`config.mk`:
```
export PLATFORM = sky130hd
export DESIGN_NAME = imm_ram
export DESIGN_NICKNAME = d
export VERILOG_FILES = /design/src/sv/imm_ram.sv
export SDC_FILE = /design/constraint.sdc
export NUM_CORES = 1
export LEC_CHECK = 0
export BUFFER_PORTS_ARGS = -buffer_cell sky130_fd_sc_hd__buf_2
export CORE_MARGIN = 4
export CORE_UTILIZATION = 60
export DETAILED_ROUTE_END_ITERATION = 10
export PLACE_DENSITY = 0.77
export SLEW_MARGIN = 20
export SYNTH_ARGS = -nofsm -noshare
export SYNTH_HDL_FRONTEND = slang
export SYNTH_SLANG_ARGS = --single-unit
```
`constraint.sdc`:
```
create_clock -name clk -period 4 [get_ports clk]
set_input_delay 0.6 -clock clk [delete_from_list [all_inputs] [get_ports clk]]
set_output_delay 0.6 -clock clk [all_outputs]
set_load 0.005 [all_outputs]
```
`src/sv/imm_ram.sv`:
```
// Generic RAM with one write port and two registered read ports.
`default_nettype none

module imm_ram #(
  parameter int WIDTH = 8,
  parameter int DEPTH = 16
) (
  input  wire logic                     clk,
  input  wire logic                     we,
  input  wire logic [$clog2(DEPTH)-1:0] waddr,
  input  wire logic [WIDTH-1:0]         wdata,
  input  wire logic [$clog2(DEPTH)-1:0] raddr_a,
  input  wire logic [$clog2(DEPTH)-1:0] raddr_b,
  output logic      [WIDTH-1:0]         rdata_a,
  output logic      [WIDTH-1:0]         rdata_b
);

  logic [WIDTH-1:0] mem [DEPTH];

  always_ff @(posedge clk) begin
    if (we) begin
      mem[waddr] <= wdata;
    end
    rdata_a <= mem[raddr_a];
    rdata_b <= mem[raddr_b];
  end

endmodule

`default_nettype wire

```
## Yosys cells after proc, flatten, opt, wreduce, memory -nomap -nowiden

Memory sizes are Yosys's and may differ from the RTL's. A register that Yosys moved wholly into a read port is not among the register bits.
Cells that the tools add are included.

| storage, ports and cells | value |
|---|---|
| flip-flop bits (word level) | 0 |
| latch bits | 0 |
| RAM bits | 128 |
| ROM bits | 0 |
| input bits | 22 |
| word-level logic and storage cells | 3 |
| memories kept | 1 |

Memories:

| name | words | bits a word | read ports | clocked after Yosys merged registers in | write ports | line | source |
|---|---|---|---|---|---|---|---|
| mem | 16 | 8 | 2 | 2 | 1 | 18 | `logic [WIDTH-1:0] mem [DEPTH];` |

| cells by class | value |
|---|---|
| add/sub/neg operators | 0 |
| multipliers | 0 |
| div/mod/pow operators | 0 |
| $lt $le $gt $ge | 0 |
| equal/unequal tests | 0 |
| shift-type cells | 0 |
| mux-type cells | 2 |
| bitwise operators | 0 |
| reductions and logical operators | 0 |

Operators by type and width:

| cell | number |
|---|---|
| two-way mux 1 bit | 2 |

## Depth between registers and ports, before layout

| logic depth | value |
|---|---|
| depth in word-level cells | 2 |
| gate-level depth with buffers | 5 |
| gate-level depth less buffers | 3 |

## Worst setup path before layout

OpenSTA, ideal clock, no wires.

| timing path | value |
|---|---|
| path type | input-to-reg |
| from | input port waddr[2] |
| to | memory mem[0][0] (enable) |
| setup time | 383 ps |
| arrival time | 1710 ps |
| setup slack | 1907 ps |
| stages on the path | 2 |
| buffers on the path | 0 |
| cells stage by stage | or3b_2 nor3_1 |

RTL lines:

| element | line | source |
|---|---|---|
| start: declaration | 10 | `input wire logic [$clog2(DEPTH)-1:0] waddr,` |
| end: declaration | 18 |  |

Straight into the memory's write port.

==> flow_metrics.env <==
export IMPL_fin_ws_ns=1.965
export IMPL_hold_buffers=0
export IMPL_dpl_hpwl_um=8038
export IMPL_die_area_um2=12290
export IMPL_slew_headroom_pct=34.33
export IMPL_cts_resized=0
export IMPL_hold_violations=0
export IMPL_seq_area_frac_synth_pct=65.62
export IMPL_crit_arrival_ns=2.44
export IMPL_ant_nets=0
export IMPL_antenna_found_initial=0
export IMPL_sequentialPowerShare_pct=47.8
export IMPL_synth_xor_area_share_pct=0
export IMPL_instances_no_fill=496
export IMPL_min_period_over_period_pct=50.87
export IMPL_clkSlewWorstSetupHoldPaths_ns=0.06
export IMPL_clk_latency_ns=0.53
export IMPL_dp_cells=464
export IMPL_io_pins=38
export IMPL_ir_drop_mv=0.3741
export IMPL_cts_buffer_depth=2
export IMPL_status="finished, final reports clean"
export IMPL_grt_first_pass_wirelength_um=20500
export IMPL_htreeDepth=4
export IMPL_diodes=0
export IMPL_cp_max_fo=29
export IMPL_final_nets=369
export IMPL_synth_cells=307
export IMPL_multiInputGateArea_um2=2014
export IMPL_drv_cap=0
export IMPL_leakagePower_nw=2.463
export IMPL_wl_um=13320
export IMPL_synth_top_area_share_pct=60.57
export IMPL_routedWlPerCell_um=26.86
export IMPL_area_delta_synth_final_pct=13.15
export IMPL_hp_class="in -> reg"
export IMPL_cp_required_ns=4.40
export IMPL_p_sw_mw=0.7049
export IMPL_port_buffers=37
export IMPL_powerDensity_nw_per_um2=496.0
export IMPL_ys_seq_elements=144
export IMPL_final_seq_area_um2=4164
export IMPL_postSynthAreaPerCell_um2=20.67
export IMPL_fp_dieW_um=110.8
export IMPL_pre_cts_slack_ns=1.401
export IMPL_numClockSinks=144
export IMPL_fin_crit_ns=2.035
export IMPL_yosys_area_share_simple_pct=3.431
export IMPL_grt_remaining_overflow=0
export IMPL_tightest_slew_ns=0.9815
export IMPL_synthAdderAreaFrac_pct=0
export IMPL_synth_top_family_by_area="multiplexers"
export IMPL_tritoncts="yes"
export IMPL_synthMuxAreaShare_pct=24.45
export IMPL_switching_share_pct=19.79
export IMPL_synth_compound_area_share_pct=3.785
export IMPL_start_kind="primary input"
export IMPL_remaining_drc_errors=0
export IMPL_fin_setup_tns_ns=0
export IMPL_yosys_top_cells_area="edfxtp_1 (61%), mux4_2 (12%), mux4_1 (12%)"
export IMPL_synth_top_area_cell="edfxtp_1"
export IMPL_setup_worst_path_end_class="flip-flop"
export IMPL_grt_max_degree=33
export IMPL_rsz0062_at_grt="no"
export IMPL_critPathKind="in -> reg"
export IMPL_via_count=3347
export IMPL_cts_root_buf="clkbuf_8"
export IMPL_synth_area_um2=6346
export IMPL_worst_clock_skew_ns=0.006251
export IMPL_grt_pass1_vias=3458
export IMPL_place_congestion=0.7342
export IMPL_drive_gt1_share_pct=28.89
export IMPL_start_util_pct=61.47
export IMPL_core_area_um2=10320
export IMPL_n_fill_cell=605
export IMPL_viasPerCell=6.748
export IMPL_fp_row_count=37
export IMPL_yosysWarnings=0
export IMPL_postCtsSetupBuffers=0
export IMPL_drt_iter0_drc=343
export IMPL_p_int_mw=2.856
export IMPL_synth_net_count=329
export IMPL_die_y_um=110.8
export IMPL_clock_fmax_ghz=0.4915
export IMPL_maxSlewViolCount=0
export IMPL_combPwrFrac_pct=6.5
export IMPL_track_usage_pct=23.13
export IMPL_p_clk_share_pct=45.7
export IMPL_finish_utilization_pct=69.56
export IMPL_synth_cell_types=20
export IMPL_cts_buffers=17
export IMPL_setup_viol=0
export IMPL_dr_pass1_iters=5
## metal layers
| layer | part of all wire (%) | track usage [%] | vias to the layer above |
|---|---|---|---|
| li1 | - | - | 1427 |
| met1 | 38 | 29.51 | 1711 |
| met2 | 51 | 37.30 | 181 |
| met3 | 8.6 | 6.441 | 28 |
| met4 | 2.6 | 10.51 | 0 |
| met5 | 0 | 0 | - |
## metrics by stage
stage / hold WS [ns] / instance area [um2] / total power, mW
final: 0.4462 / 7181 / 3.561
after global routing: 0.4441 / 7181 / 3.693
after CTS: 0.4200 / 7178 / 3.586
after detailed placement: 0.6886 / 6564 / 1.963
after global placement: 0.6766 / 6564 / 1.956
after floorplan: 0.6471 / 6346 / 1.881
## cell families after synthesis
| group | Yosys count |
|---|---|
| buffers and inverters | 20 |
| AOI/OAI and AO/OA | 32 |
| DFF | 144 |
| and+or+nand+nor | 47 |
| muxes | 64 |
## cell usage in the layout, fill, tap and decap left out, drive strengths merged
master	Yosys	layout
nor2b	2	2
and2b	2	2
nor2	14	14
bufinv	0	5
and2	2	2
clkinv	0	6
nand2b	2	2
edfxtp	128	128
nor3	4	4
nand3	1	1
clkbuf	0	19
buf	14	41
dfxtp	16	16
or3b	1	1
nand2	17	17
mux4	64	64
a22oi	32	32
clkinvlp	0	2
nand3b	2	2
## final cells by class
cell class	instances	area share (%)
Clock inverter	13	2.683
Multi-Input combinational cell	143	28.05
Tap cell	136	2.370
Clock buffer	19	5.872
Sequential cell	144	57.99
Timing Repair Buffer	41	3.032
## worst max-delay path, cell delays in order
cell and delay (ns):
buf_2 0.71, buf_4 0.28, mux4_1 0.55, a22oi_1 0.20, nand2_1 0.08
## synthesized netlist by cell type
cell type and n:
mux4_1 28, mux4_4 2, mux4_2 34, nand2b_1 2, buf_6 6, nand3b_1 2, or3b_2 1, clkdlybuf4s25_2 6
nand2_1 17, a22oi_1 32, edfxtp_1 128, nor2b_1 2, and2_1 2, buf_4 2, dfxtp_1 16, and2b_1 2
nand3_1 1, nor3_1 4, nor2_1 14, buf_2 6
## final timing paths
| check | to | cells past startpoint | start | slack, ns |
|---|---|---|---|---|
| setup / recovery | rdata_b[3]$_DFF_P_ | 5 | raddr_b[0] | 1.97 |
| hold / removal | mem[11][7]$_DFFE_PP_ | 1 | wdata[7] | 0.45 |
| setup reg to reg | rdata_b[7]$_DFF_P_ | 3 | mem[3][7]$_DFFE_PP_ | 2.51 |
| hold reg to reg | rdata_b[1]$_DFF_P_ | 3 | mem[14][1]$_DFFE_PP_ | 0.70 |
## power by group through the flow
stage | clock network [mW] | logic (mW) | registers, mW
after global routing | 1.74 | 0.250 | 1.70
after floorplan | 0 | 0.152 | 1.73
after global placement | 0 | 0.228 | 1.73
after detailed placement | 0 | 0.232 | 1.73
after CTS | 1.65 | 0.234 | 1.70
final | 1.63 | 0.233 | 1.70
## state kept, by name (all words and copies together), names as in the netlist
register and cells:
mem 128, rdata_b 8, rdata_a 8
Note: power is estimated with default switching activity, not from simulation.
